File: src/rtl/nipd_pkg.sv
`default_nettype none

package nipd_pkg;

    // Field widths
    localparam int PULSE_W = 20;
    localparam int NOM_W   = 16;
    localparam int GAP_W   = 20;
    localparam int WORD_W  = 32;
    localparam int COUNT_W = 6;
    localparam int INDEX_W = 3;

    // Stream payload widths, padded to whole bytes
    localparam int S_TDATA_W = 24;
    localparam int M_TDATA_W = 40;

    // Default frame length in bits
    localparam int FRAME_BITS_DEF = 32;

    // Register reset values
    localparam logic [NOM_W-1:0] TOLERANCE_RST    = 16'd150;
    localparam logic [NOM_W-1:0] HEADER_MARK_RST  = 16'd9000;
    localparam logic [NOM_W-1:0] HEADER_SPACE_RST = 16'd4500;
    localparam logic [NOM_W-1:0] BIT_MARK_RST     = 16'd560;
    localparam logic [NOM_W-1:0] ZERO_SPACE_RST   = 16'd560;
    localparam logic [NOM_W-1:0] ONE_SPACE_RST    = 16'd1690;
    localparam logic [GAP_W-1:0] RESET_GAP_RST    = 20'd13650;

    // Register indexes on the configuration port
    typedef enum logic [INDEX_W-1:0] {
        REG_TOLERANCE    = 3'd0,
        REG_HEADER_MARK  = 3'd1,
        REG_HEADER_SPACE = 3'd2,
        REG_BIT_MARK     = 3'd3,
        REG_ZERO_SPACE   = 3'd4,
        REG_ONE_SPACE    = 3'd5,
        REG_RESET_GAP    = 3'd6
    } cfg_index_t;

    // Timing settings seen by the decoder
    typedef struct packed {
        logic [NOM_W-1:0] tolerance_us;
        logic [NOM_W-1:0] header_mark_us;
        logic [NOM_W-1:0] header_space_us;
        logic [NOM_W-1:0] bit_mark_us;
        logic [NOM_W-1:0] zero_space_us;
        logic [NOM_W-1:0] one_space_us;
        logic [GAP_W-1:0] reset_gap_us;
    } cfg_t;

    // One decoded result
    typedef struct packed {
        logic              in_error;
        logic [WORD_W-1:0] frame_data;
        logic              frame_ready;
    } result_t;

endpackage

`default_nettype wire

File: src/rtl/nipd_cfg_regs.sv
`default_nettype none

module nipd_cfg_regs
    import nipd_pkg::*;
(
    input  wire logic               clk,
    input  wire logic               rst_n,
    input  wire logic               wr_en,
    input  wire logic [INDEX_W-1:0] wr_index,
    input  wire logic [GAP_W-1:0]   wr_data,
    output cfg_t                    cfg
);

    cfg_t cfg_reg;

    // Write one timing register per transfer; unknown indexes are dropped
    always_ff @(posedge clk or negedge rst_n)
    begin
        if (!rst_n)
        begin
            cfg_reg.tolerance_us    <= TOLERANCE_RST;
            cfg_reg.header_mark_us  <= HEADER_MARK_RST;
            cfg_reg.header_space_us <= HEADER_SPACE_RST;
            cfg_reg.bit_mark_us     <= BIT_MARK_RST;
            cfg_reg.zero_space_us   <= ZERO_SPACE_RST;
            cfg_reg.one_space_us    <= ONE_SPACE_RST;
            cfg_reg.reset_gap_us    <= RESET_GAP_RST;
        end
        else if (wr_en)
        begin
            unique case (cfg_index_t'(wr_index))
                REG_TOLERANCE:    cfg_reg.tolerance_us    <= wr_data[NOM_W-1:0];
                REG_HEADER_MARK:  cfg_reg.header_mark_us  <= wr_data[NOM_W-1:0];
                REG_HEADER_SPACE: cfg_reg.header_space_us <= wr_data[NOM_W-1:0];
                REG_BIT_MARK:     cfg_reg.bit_mark_us     <= wr_data[NOM_W-1:0];
                REG_ZERO_SPACE:   cfg_reg.zero_space_us   <= wr_data[NOM_W-1:0];
                REG_ONE_SPACE:    cfg_reg.one_space_us    <= wr_data[NOM_W-1:0];
                REG_RESET_GAP:    cfg_reg.reset_gap_us    <= wr_data;
                default:          cfg_reg <= cfg_reg;
            endcase
        end
    end

    assign cfg = cfg_reg;

endmodule

`default_nettype wire

File: src/rtl/nipd_core.sv
`default_nettype none

module nipd_core
    import nipd_pkg::*;
#(
    parameter int FRAME_BITS = FRAME_BITS_DEF
)
(
    input  wire logic               clk,
    input  wire logic               rst_n,
    input  wire cfg_t               cfg,
    input  wire logic               step,
    input  wire logic [PULSE_W-1:0] pulse_us,
    input  wire logic               out_take,
    output logic                    out_free,
    output logic                    out_valid,
    output result_t                 result
);

    typedef enum logic [2:0] {
        PH_HDR_MARK,
        PH_HDR_SPACE,
        PH_BIT_MARK,
        PH_BIT_SPACE,
        PH_CLOSE,
        PH_DONE,
        PH_ERROR
    } phase_t;

    phase_t              phase_reg, phase_next;
    logic [WORD_W-1:0]   shift_reg, shift_next;
    logic [COUNT_W-1:0]  count_reg, count_next;
    logic [COUNT_W:0]    count_inc;
    logic                ready_next;
    logic                out_valid_reg;
    result_t             result_reg;
    logic                m_hdr_mark, m_hdr_space, m_bit_mark, m_zero, m_one;
    logic                long_pulse;

    // Strict tolerance window around a nominal duration
    function automatic logic near_match(
        input logic [PULSE_W-1:0] d,
        input logic [NOM_W-1:0]   nominal,
        input logic [NOM_W-1:0]   tol
    );
        logic [PULSE_W-1:0] nom_ext;
        logic [PULSE_W-1:0] diff;
        nom_ext = PULSE_W'(nominal);
        diff    = (d >= nom_ext) ? (d - nom_ext) : (nom_ext - d);
        return diff < PULSE_W'(tol);
    endfunction

    // Compare the pulse against every nominal in parallel
    assign m_hdr_mark  = near_match(pulse_us, cfg.header_mark_us, cfg.tolerance_us);
    assign m_hdr_space = near_match(pulse_us, cfg.header_space_us, cfg.tolerance_us);
    assign m_bit_mark  = near_match(pulse_us, cfg.bit_mark_us, cfg.tolerance_us);
    assign m_zero      = near_match(pulse_us, cfg.zero_space_us, cfg.tolerance_us);
    assign m_one       = near_match(pulse_us, cfg.one_space_us, cfg.tolerance_us);
    assign long_pulse  = pulse_us > cfg.reset_gap_us;

    assign count_inc = {1'b0, count_reg} + 1'b1;

    // Advance the frame walk by one pulse
    always_comb
    begin
        phase_next = phase_reg;
        shift_next = shift_reg;
        count_next = count_reg;
        ready_next = 1'b0;
        if (long_pulse)
        begin
            phase_next = PH_HDR_MARK;
        end
        else
        begin
            unique case (phase_reg)
                PH_HDR_MARK:
                    phase_next = m_hdr_mark ? PH_HDR_SPACE : PH_ERROR;
                PH_HDR_SPACE:
                begin
                    if (m_hdr_space)
                    begin
                        shift_next = '0;
                        count_next = '0;
                        phase_next = PH_BIT_MARK;
                    end
                    else
                    begin
                        phase_next = PH_ERROR;
                    end
                end
                PH_BIT_MARK:
                    phase_next = m_bit_mark ? PH_BIT_SPACE : PH_ERROR;
                PH_BIT_SPACE:
                begin
                    if (m_zero || m_one)
                    begin
                        // Only the first word of bits is kept
                        if (!count_reg[COUNT_W-1])
                            shift_next[count_reg[COUNT_W-2:0]] = !m_zero;
                        count_next = count_inc[COUNT_W-1:0];
                        phase_next = (count_inc == (COUNT_W+1)'(FRAME_BITS))
                                   ? PH_CLOSE : PH_BIT_MARK;
                    end
                    else
                    begin
                        phase_next = PH_ERROR;
                    end
                end
                PH_CLOSE:
                begin
                    ready_next = 1'b1;
                    phase_next = m_bit_mark ? PH_DONE : PH_ERROR;
                end
                default:
                    phase_next = PH_ERROR;
            endcase
        end
    end

    // Hold state and the result register
    always_ff @(posedge clk or negedge rst_n)
    begin
        if (!rst_n)
        begin
            phase_reg     <= PH_HDR_MARK;
            shift_reg     <= '0;
            count_reg     <= '0;
            out_valid_reg <= 1'b0;
            result_reg    <= '0;
        end
        else
        begin
            if (step)
            begin
                phase_reg              <= phase_next;
                shift_reg              <= shift_next;
                count_reg              <= count_next;
                out_valid_reg          <= 1'b1;
                result_reg.frame_ready <= ready_next;
                result_reg.frame_data  <= shift_next;
                result_reg.in_error    <= (phase_next == PH_ERROR);
            end
            else if (out_take)
            begin
                out_valid_reg <= 1'b0;
            end
        end
    end

    assign out_free  = !out_valid_reg || out_take;
    assign out_valid = out_valid_reg;
    assign result    = result_reg;

endmodule

`default_nettype wire

File: src/rtl/nec_ir_pulse_decoder_top.sv
// NEC infrared pulse decoder.
// Slave stream: one measured mark or space duration per transfer, in
// microseconds, saturated at the field maximum. Every pulse gives exactly one
// result on the master stream: frame_ready (closing mark of a full frame),
// frame_data (bits received so far, first bit at bit 0) and in_error.
// Configuration channel: cfg_index selects a timing register (tolerance,
// header mark, header space, bit mark, zero space, one space, reset gap),
// cfg_data carries the value; cfg_ready is always high. Writes must come only
// while no pulse is in flight; the block does not enforce it. Unknown indexes
// are ignored. A pulse passes the input register, then the result register.
// Throughput: one pulse per cycle while results are taken; the decode is a
// bank of window compares and a small phase update.
// Reset: timing registers return to their nominal NEC values, the decoder
// waits for a header mark, both stages are empty. No clearing pass.
// Stall: while the result register is full and not taken, the pending pulse
// stays in the input register and s_tready drops; nothing is lost.
`default_nettype none

module nec_ir_pulse_decoder_top
    import nipd_pkg::*;
#(
    parameter int FRAME_BITS = FRAME_BITS_DEF
)
(
    input  wire logic                 clk,
    input  wire logic                 rst_n,
    // Slave stream
    input  wire logic                 s_tvalid,
    output logic                      s_tready,
    input  wire logic [S_TDATA_W-1:0] s_tdata,  // [19:0] pulse_us, [23:20] zero
    // Master stream
    output logic                      m_tvalid,
    input  wire logic                 m_tready,
    output logic [M_TDATA_W-1:0]      m_tdata,  // [0] frame_ready, [32:1] frame_data,
                                                // [33] in_error, [39:34] zero
    // Configuration write channel
    input  wire logic                 cfg_valid,
    output logic                      cfg_ready,
    input  wire logic [INDEX_W-1:0]   cfg_index,
    input  wire logic [GAP_W-1:0]     cfg_data
);

    cfg_t                cfg;
    logic                in_valid_reg;
    logic [PULSE_W-1:0]  pulse_reg;
    logic                step;
    logic                out_free;
    logic                out_take;
    result_t             result;

    assign cfg_ready = 1'b1;

    nipd_cfg_regs u_cfg_regs (
        .clk      (clk),
        .rst_n    (rst_n),
        .wr_en    (cfg_valid && cfg_ready),
        .wr_index (cfg_index),
        .wr_data  (cfg_data),
        .cfg      (cfg)
    );

    // Move the held pulse into the decoder when the result slot frees up
    assign step     = in_valid_reg && out_free;
    assign s_tready = !in_valid_reg || step;
    assign out_take = m_tvalid && m_tready;

    // Input register
    always_ff @(posedge clk or negedge rst_n)
    begin
        if (!rst_n)
        begin
            in_valid_reg <= 1'b0;
            pulse_reg    <= '0;
        end
        else if (s_tready)
        begin
            in_valid_reg <= s_tvalid;
            if (s_tvalid)
                pulse_reg <= s_tdata[PULSE_W-1:0];
        end
    end

    nipd_core #(
        .FRAME_BITS (FRAME_BITS)
    ) u_core (
        .clk       (clk),
        .rst_n     (rst_n),
        .cfg       (cfg),
        .step      (step),
        .pulse_us  (pulse_reg),
        .out_take  (out_take),
        .out_free  (out_free),
        .out_valid (m_tvalid),
        .result    (result)
    );

    // Pack the result
    assign m_tdata = {(M_TDATA_W - WORD_W - 2)'(0), result.in_error,
                      result.frame_data, result.frame_ready};

    // A decoded pulse always lands in the result register
    a_step_gives_result: assert property (
        @(posedge clk) disable iff (!rst_n)
        step |=> m_tvalid
    ) else $error("decoded pulse did not produce a result");

    // A full pipeline with a stalled result must refuse new pulses
    a_no_overrun: assert property (
        @(posedge clk) disable iff (!rst_n)
        (in_valid_reg && m_tvalid && !m_tready) |-> !s_tready
    ) else $error("input register overrun while output stalled");

    // A taken result with nothing behind it empties the result register
    a_drain: assert property (
        @(posedge clk) disable iff (!rst_n)
        (out_take && !step) |=> !m_tvalid
    ) else $error("result register did not drain");

endmodule

`default_nettype wire

File: config.mk
export PLATFORM = sky130hd
export DESIGN_NAME = nec_ir_pulse_decoder_top
export DESIGN_NICKNAME = d
export VERILOG_FILES = /design/src/rtl/nipd_pkg.sv /design/src/rtl/nipd_cfg_regs.sv /design/src/rtl/nipd_core.sv /design/src/rtl/nec_ir_pulse_decoder_top.sv
export SDC_FILE = /design/constraint.sdc
export NUM_CORES = 1
export LEC_CHECK = 0
export BUFFER_PORTS_ARGS = -buffer_cell sky130_fd_sc_hd__buf_4
export CORE_ASPECT_RATIO = 0.7
export CORE_MARGIN = 3
export CORE_UTILIZATION = 40
export DETAILED_ROUTE_END_ITERATION = 10
export GPL_TIMING_DRIVEN = 0
export PLACE_DENSITY = 0.6
export RECOVER_POWER = 25
export SLEW_MARGIN = 20
export SYNTH_ARGS = -nofsm -noshare
export SYNTH_HDL_FRONTEND = slang
export SYNTH_SLANG_ARGS = --single-unit
File: constraint.sdc
create_clock -name clk -period 7.52 [get_ports clk]
set_input_delay 1.504 -clock clk [delete_from_list [all_inputs] [get_ports clk]]
set_output_delay 1.504 -clock clk [all_outputs]
set_load 0.05 [all_outputs]
==> results of run 1 <==
worst reg2reg max path, cell delays in order (launching register included):
cell	delay [ps]
dfrtp_1	560
inv_1	450
ha_1	280
inv_1	60
fa_1	420
a211oi_1	230
nor2_1	150
a21oi_1	220
a21oi_1	130
nor3b_4	540
clkbuf_2	380
clkbuf_2	360
mux2i_1	270
xnor2_1	150
ha_1	270
a21o_1	160
a21o_1	180
a21oi_1	180
o211ai_1	110
o221ai_1	180
nand2_1	130
a311oi_4	480
nand2_1	290
a221oi_2	440
buf_4	240
o21ai_0	110
layout make-up:
cell class | count | share of cell area
clock inverters | 9 | 0.00573
clock buffers | 23 | 0.0240
repair buffers | 85 | 0.0323
flip-flops and latches | 181 | 0.225
inverters | 200 | 0.0370
multi-input cells | 1692 | 0.611
well taps | 594 | 0.0366
diodes | 1 | 0.000123
plain buffers | 126 | 0.0278
logic make-up after synthesis:
group / after synthesis / share of synthesized area
compound gates: 740 / 0.260
other cells: 2 / 0.000411
buf+inv: 326 / 0.0720
simple gates: 494 / 0.129
fa+ha+maj: 269 / 0.188
flops: 181 / 0.250
xor+xnor: 73 / 0.0350
mux: 109 / 0.0653
synth_stat cells, types with 8 or more instances:
| master | number |
|---|---|
| and3_1 | 14 |
| buf_4 | 10 |
| nor4_1 | 8 |
| a32oi_1 | 27 |
| or3_1 | 8 |
| a31oi_1 | 18 |
| o31ai_1 | 15 |
| nor2b_1 | 23 |
| xnor2_1 | 44 |
| a221oi_1 | 8 |
| dfrtp_1 | 148 |
| a21oi_1 | 204 |
| o21bai_1 | 13 |
| buf_1 | 9 |
| and2_1 | 12 |
| nand2b_1 | 14 |
| o21ai_1 | 9 |
| mux2i_1 | 28 |
| o21ai_0 | 202 |
| o21a_1 | 15 |
| mux2_2 | 81 |
| nand4_1 | 33 |
| nor2_1 | 103 |
| inv_1 | 199 |
| o211ai_1 | 16 |
| a2111oi_0 | 9 |
| a211oi_1 | 33 |
| nand2_1 | 176 |
| nand3_1 | 35 |
| dfstp_2 | 33 |
| buf_2 | 23 |
| fa_1 | 10 |
| ha_1 | 259 |
| clkbuf_1 | 80 |
| nor3_1 | 39 |
| a21o_1 | 79 |
| xor2_1 | 29 |
power by group:
part           leakage [nW]  internal (mW)  total (mW)  switching [mW]
combinational          6.91           1.53        4.05            2.52
clock                 0.294          0.528       0.942           0.415
sequential             2.06           1.22        1.44           0.220
timing repair:
action,in CTS,in global routing
gates resized for setup,1,4
hold endpoints to repair,0,0
buffers inserted,0,0
setup endpoints to repair,30,41
layer usage:
layer / up-vias / routed length, um
li1: 8119 / -
met1: 8324 / 31200
met2: 710 / 27100
met3: 98 / 5200
met4: 0 / 1590
met5: - / 0
worst max-delay path by stage:
stage                                       to    startpoint  depth (start not counted)
final                      u_core.shift_reg[1]  pulse_reg[0]                         25
after global routing      u_core.shift_reg[25]  pulse_reg[0]                         25
after CTS                  u_core.shift_reg[8]  pulse_reg[0]                         25
after detailed placement   u_core.shift_reg[8]  pulse_reg[0]                         25
after global placement     u_core.shift_reg[1]  pulse_reg[0]                         25
after floorplan           u_core.shift_reg[15]  pulse_reg[0]                         25
==> results.toml, run 1 <==
[critical_path]
path_buf_inv = 5
end_kind = "flop"
crit_fanout = 10
r2r_slack_ps = 430
start_kind = "flop"
worstReg2RegStart = "pulse_reg[0]"
slowest_delay_ps = 560
r2r_cells = 25
cp_slowest_cell = "dfrtp_1"
arrival_ps = 7420
critPathTopFamily = "compound AO/OA/AOI/OAI gates"
worstSetupPathType = "flop to flop"
required_ps = 7860
cp_common_cell = "a21oi_1"
r2r-end = "u_core.shift_reg[1]"

[outcome]
failed_checks = "capacitance limit, slew limit"
status = "finished with violations"

[final_layout]
nets = 2624
largest_register_ffs = 116
drive_above_1_share = 0.127
fillers = 4401
area_growth_pct = 11.3
post-route-util = 0.458
design_area_um2 = 20300
seq_area_um2 = 4570
fin_cells = 2911
multi_input_area_um2 = 12400
final_common_cell = "ha_1"
final_cell_mix = "259 x ha_1, 204 x a21oi_1, 202 x o21ai_0, 199 x inv_1, 176 x nand2_1"

[synthesis]
ys_seq_elements = 181
synth_edf_count = 0
syn_area_um2 = 18300
synthFlopType = "dfrtp_1"
synthArstFlopShare = 1.00
synth-seq-area-share = 0.250
yosys.area.top_type = "dfrtp_1"
ys_warn_count = 0
synth.avg_cell_area_um2 = 8.32
synthCells = 2194
synthTopCellsByArea = "dfrtp_1 20%, ha_1 18%, a21oi_1 5.6%"
synth_top_cell_area_share = 0.203
yosysUniqueCellTypes = 87

[routing]
drc = 0
routedWlPerCell_um = 22.4
first_pass_iters = 7
vias = 17300
drt_iter0_drc = 2016
totalWireLength_um = 65100
viasPerCell = 5.93
detail-route-antenna-nets = 0

[timing]
min_period_ps = 7090
hold_viol = 0
slew_violations = 119
setup_slack_ps = 432
rsz0062_at_grt = "false"
worst-slew-pin-transition_ps = 3340
finalSetupViolCount = 0
holdWs_ps = 502
slew_headroom = -1.23
fmaxAchievable_ghz = 0.141
period_share = 0.943
setup_tns_ps = 0
skew_ps = 13.4

[grt]
grt_pass1_wl_um = 97900
grt_overflow = 0
grt.busiest_layer = "met1"
grt_pass1_vias = 16300
met2_usage = 0.392
antenna_found_initial = 2
grt.met1_usage = 0.399
met3_usage = 0.0570
grt_max_degree = 73
track_usage = 0.269

[clocking]
cts_sinks = 181
clockRootBuffer = "clkbuf_16"
clock_latency_ps = 480
cts_max_path_buffers = 2
clkTransAtPathRegs_ps = 70
postCtsHoldBufs = 0
cts_tree = "yes"
cts-buffers-inserted = 17
cts_htree_levels = 4

[worst_hold_path]
worstHoldEndpoint = "u_core.out_valid"
holdCritPathClass = "flop to flop"
min_from = "in_valid_reg"
min_path_cells = 1

[placement]
hpwl_um = 52900
io_buffer_count = 82
dpl-instance-area_um2 = 19700
dpl.cell_count = 2878
place_ws_ps = -92.1
gp_congestion = 0.937

[power_and_ir_drop]
max-vdd-ir-drop_mv = 0.198
total_power_mw = 6.44
p_per_area_nw_per_um2 = 317
p_leak_nw = 9.27

[flow_run]
drv_cap = 2

[floorplan]
core_area_um2 = 44400
die-width_um = 261
die_area_um2 = 48300
start_util = 0.411
ios = 95
die_y_um = 185
fp-row-count = 64
No activity file was read; power rests on OpenSTA's default activity.
==> run 2: changes to the inputs <==
--- a/config.mk
+++ b/config.mk
@@ -11,6 +11,7 @@
 export CORE_UTILIZATION = 40
 export DETAILED_ROUTE_END_ITERATION = 10
 export GPL_TIMING_DRIVEN = 0
+export MAX_ROUTING_LAYER = met4
 export PLACE_DENSITY = 0.6
 export RECOVER_POWER = 25
 export SLEW_MARGIN = 20
==> results.toml, run 2 (synthesis results as in run 1) <==
[critical_path]
arrival_ps = 7400
r2r-end = "u_core.shift_reg[12]"
r2r_slack_ps = 460
r2r_cells = 25
end_kind = "flop"
path_buf_inv = 5
start_kind = "flop"
required_ps = 7860
worstSetupPathType = "flop to flop"
crit_fanout = 10
cp_slowest_cell = "dfrtp_1"
worstReg2RegStart = "pulse_reg[0]"
slowest_delay_ps = 680
critPathTopFamily = "compound AO/OA/AOI/OAI gates"

[placement]
gp_congestion = 0.948
io_buffer_count = 82
hpwl_um = 52400

[timing]
fmaxAchievable_ghz = 0.142
hold_viol = 0
skew_ps = 15.8
finalSetupViolCount = 0
holdWs_ps = 492
worst-slew-pin-transition_ps = 3500
slew_violations = 107
min_period_ps = 7060
slew_headroom = -1.33
rsz0062_at_grt = "false"
period_share = 0.938

[final_layout]
drive_above_1_share = 0.127
final_cell_mix = "259 x ha_1, 204 x a21oi_1, 202 x o21ai_0, 198 x inv_1, 176 x nand2_1"
diodes = 0
nets = 2624
area_growth_pct = 11.2
post-route-util = 0.457
largest_register_ffs = 116
final_common_cell = "ha_1"

[clocking]
cts_htree_levels = 4
postCtsHoldBufs = 0
cts_sinks = 181
clkTransAtPathRegs_ps = 80
clock_latency_ps = 480
cts_max_path_buffers = 2
clockRootBuffer = "clkbuf_16"
cts-buffers-inserted = 17
cts_tree = "yes"
post_cts_buffers = 0

[worst_hold_path]
holdCritPathClass = "flop to flop"
min_path_cells = 1
min_from = "in_valid_reg"
worstHoldEndpoint = "u_core.out_valid"

[routing]
routedWlPerCell_um = 22.3
drt_iter0_drc = 1941
detail-route-antenna-nets = 0
drc = 0
first_pass_iters = 6
totalWireLength_um = 64800
vias = 17300
viasPerCell = 5.94

[floorplan]
die-width_um = 261
start_util = 0.411
fp-row-count = 64
die_area_um2 = 48300
ios = 95
die_y_um = 185
core_area_um2 = 44400

[grt]
grt_max_degree = 78
grt_overflow = 0
antenna_found_initial = 4
grt_pass1_wl_um = 97500
track_usage = 0.276
grt_pass1_vias = 16500

[power_and_ir_drop]
p_leak_nw = 9.24
total_power_mw = 6.45
max-vdd-ir-drop_mv = 0.204
p_per_area_nw_per_um2 = 318

[flow_run]
drv_cap = 2

[outcome]
status = "finished with violations"
failed_checks = "capacitance limit, slew limit"
-- run 2: cell types whose count changed in the layout (fill, tap and decap cells not counted), sizes merged --
| cell | before | now |
|---|---|---|
| clkinvlp | 1 | 4 |
| inv | 201 | 203 |
| buf | 126 | 127 |
| clkinv | 5 | 3 |
| diode | 1 | 0 |
| clkbuf | 107 | 104 |
| dlymetal6s4s | 1 | 0 |
-- run 2: how the worst max path moves through the flow --
stage	from	endpoint	cells past startpoint
after global routing	pulse_reg[0]	u_core.shift_reg[12]	24
after CTS	pulse_reg[0]	u_core.shift_reg[1]	26
after floorplan	pulse_reg[0]	u_core.shift_reg[15]	25
after detailed placement	pulse_reg[0]	u_core.shift_reg[12]	26
after global placement	pulse_reg[0]	u_core.shift_reg[13]	26
final	pulse_reg[0]	u_core.shift_reg[12]	25
-- run 2: routing by layer --
layer | routed length (um) | global-route usage | vias to the layer above
met1 | 31000 | 0.391 | 8366
met5 | 0 | - | -
met4 | 2000 | 0.0815 | 0
met3 | 5340 | 0.0684 | 124
met2 | 26500 | 0.384 | 658
li1 | - | - | 8130
-- run 2: layout make-up --
cell class | instances | area (um2)
Buffer | 126 | 566
Timing Repair Buffer | 85 | 648
Clock inverter | 12 | 143
Fill cell | 4369 | 24100
Tap cell | 594 | 743
Multi-Input combinational cell | 1692 | 12400
Sequential cell | 181 | 4570
Clock buffer | 20 | 447
Inverter | 200 | 754
-- run 2: report_power, final --
group | leakage, nW | switching [mW] | total [mW] | internal (mW)
sequential | 2.06 | 0.219 | 1.44 | 1.22
clock | 0.280 | 0.442 | 0.947 | 0.505
combinational | 6.90 | 2.52 | 4.06 | 1.53
-- run 2: repair_timing --
action                     CTS  global route
setup endpoints to repair   30            32
gates resized for setup      2             4
cloned                       0             0
-- run 2: through the flow --
stage,setup TNS [ps],worst slack [ps],area (um2),std cells
after CTS,0,192,20300,2910
final,0,463,20300,2910
after detailed placement,-3580,-148,19700,2878
after global routing,0,46.1,20300,2910
after global placement,-1300,-66.1,19600,2875
after floorplan,0,1920,18300,2199
==> run 3: changes to the inputs <==
--- a/config.mk
+++ b/config.mk
@@ -13,7 +13,6 @@
 export GPL_TIMING_DRIVEN = 0
 export MAX_ROUTING_LAYER = met4
 export PLACE_DENSITY = 0.6
-export RECOVER_POWER = 25
 export SLEW_MARGIN = 20
 export SYNTH_ARGS = -nofsm -noshare
 export SYNTH_HDL_FRONTEND = slang
==> results.toml, run 3 (synthesis results as in run 1) <==
[power_and_ir_drop]
max-vdd-ir-drop_mv = 0.205
p_per_area_nw_per_um2 = 317
p_leak_nw = 9.26

[clocking]
clockRootBuffer = "clkbuf_16"
cts-buffers-inserted = 17
post_cts_buffers = 0
cts_max_path_buffers = 2
cts_htree_levels = 4
cts_tree = "yes"
cts_sinks = 181
clock_latency_ps = 480
clkTransAtPathRegs_ps = 80

[critical_path]
arrival_ps = 7400
required_ps = 7860
crit_fanout = 10
end_kind = "flop"
worstSetupPathType = "flop to flop"
cp_slowest_cell = "dfrtp_1"
slowest_delay_ps = 670
start_kind = "flop"

[routing]
first_pass_iters = 6
totalWireLength_um = 64900
viasPerCell = 5.96
vias = 17300
routedWlPerCell_um = 22.3
drc = 0
detail-route-antenna-nets = 0
drt_iter0_drc = 1902

[timing]
rsz0062_at_grt = "false"
period_share = 0.938
worst-slew-pin-transition_ps = 961
hold_viol = 0
finalSetupViolCount = 0
slew_headroom = 0.358
slew_violations = 0
fmaxAchievable_ghz = 0.142
skew_ps = 15.4
min_period_ps = 7060

[final_layout]
fin_cells = 2910
final_cell_mix = "259 x ha_1, 204 x a21oi_1, 202 x o21ai_0, 198 x inv_1, 176 x nand2_1"
drive_above_1_share = 0.128
design_area_um2 = 20300
largest_register_ffs = 116
area_growth_pct = 11.4
diodes = 0
nets = 2624
final_common_cell = "ha_1"

[grt]
met2_usage = 0.384
met3_usage = 0.0684
grt.busiest_layer = "met1"
grt.met1_usage = 0.391
grt_pass1_vias = 16500
track_usage = 0.276
grt_overflow = 0
grt_pass1_wl_um = 97500
antenna_found_initial = 4
grt_max_degree = 78

[placement]
dpl-instance-area_um2 = 19700
hpwl_um = 52400
io_buffer_count = 82
dpl.cell_count = 2878
gp_congestion = 0.948

[floorplan]
die_area_um2 = 48300
die-width_um = 261
die_y_um = 185
core_area_um2 = 44400
fp-row-count = 64
start_util = 0.411
ios = 95

[worst_hold_path]
holdCritPathClass = "flop to flop"

[outcome]
status = "complete, no violations"

[flow_run]
drv_cap = 0
-- run 3: what timing repair did --
action	CTS	global route
hold endpoints to repair	0	0
endpoints found under the setup margin	30	32
hold buffers	0	0
gates resized for setup	2	4
-- run 3: routing by layer --
layer / vias to the layer above / wire, um
met5: - / 0
met4: 0 / 1900
met3: 110 / 5430
met2: 691 / 26500
met1: 8399 / 31100
li1: 8136 / -
-- run 3: worst max-delay path: cells and delay by family, from the launching register on --
family / cells / cell delay, ps
mux: 1 / 270
fa+ha+maj: 3 / 830
compound gates: 11 / 2290
buf+inv: 5 / 1830
flops: 1 / 670
simple gates: 4 / 830
xor+xnor: 1 / 160
-- run 3: layout make-up --
| cell class | count | area (um2) |
|---|---|---|
| fillers | 4369 | 24000 |
| multi-input cells | 1692 | 12400 |
| flip-flops and latches | 181 | 4570 |
| inverters | 200 | 754 |
| well taps | 594 | 743 |
| repair buffers | 85 | 683 |
| plain buffers | 126 | 566 |
| clock buffers | 20 | 447 |
| clock inverters | 12 | 143 |
-- run 3: worst paths after layout --
| kind | start | end | slack [ps] | cells after the start |
|---|---|---|---|---|
| max | pulse_reg[0] | u_core.shift_reg[1] | 460 | 25 |
| min | in_valid_reg | u_core.out_valid | 490 | 1 |
| max reg2reg | pulse_reg[0] | u_core.shift_reg[1] | 460 | 25 |
| min reg2reg | in_valid_reg | u_core.out_valid | 490 | 1 |
| max in group asynchronous | rst_n | u_cfg_regs.cfg[8] | 5470 | 3 |
| min in group asynchronous | rst_n | u_core.shift_reg[15] | 930 | 1 |
-- run 3: power by group --
part	internal (mW)	total, mW	switching [mW]
Clock	0.505	0.948	0.443
Combinational	1.54	4.06	2.53
Sequential	1.22	1.44	0.219
Total	3.26	6.45	3.19
-- run 3: per-stage QoR --
step	setup TNS (ps)	worst slack, ps	util	power (mW)	hold WS (ps)
after floorplan	0	1920	-	4.28	457
after global placement	-1300	-66.1	0.443	5.35	474
after detailed placement	-3580	-148	0.444	5.42	484
after CTS	0	192	0.458	6.39	495
after global routing	0	46.1	0.458	6.96	507
final	0	463	0.458	6.45	491
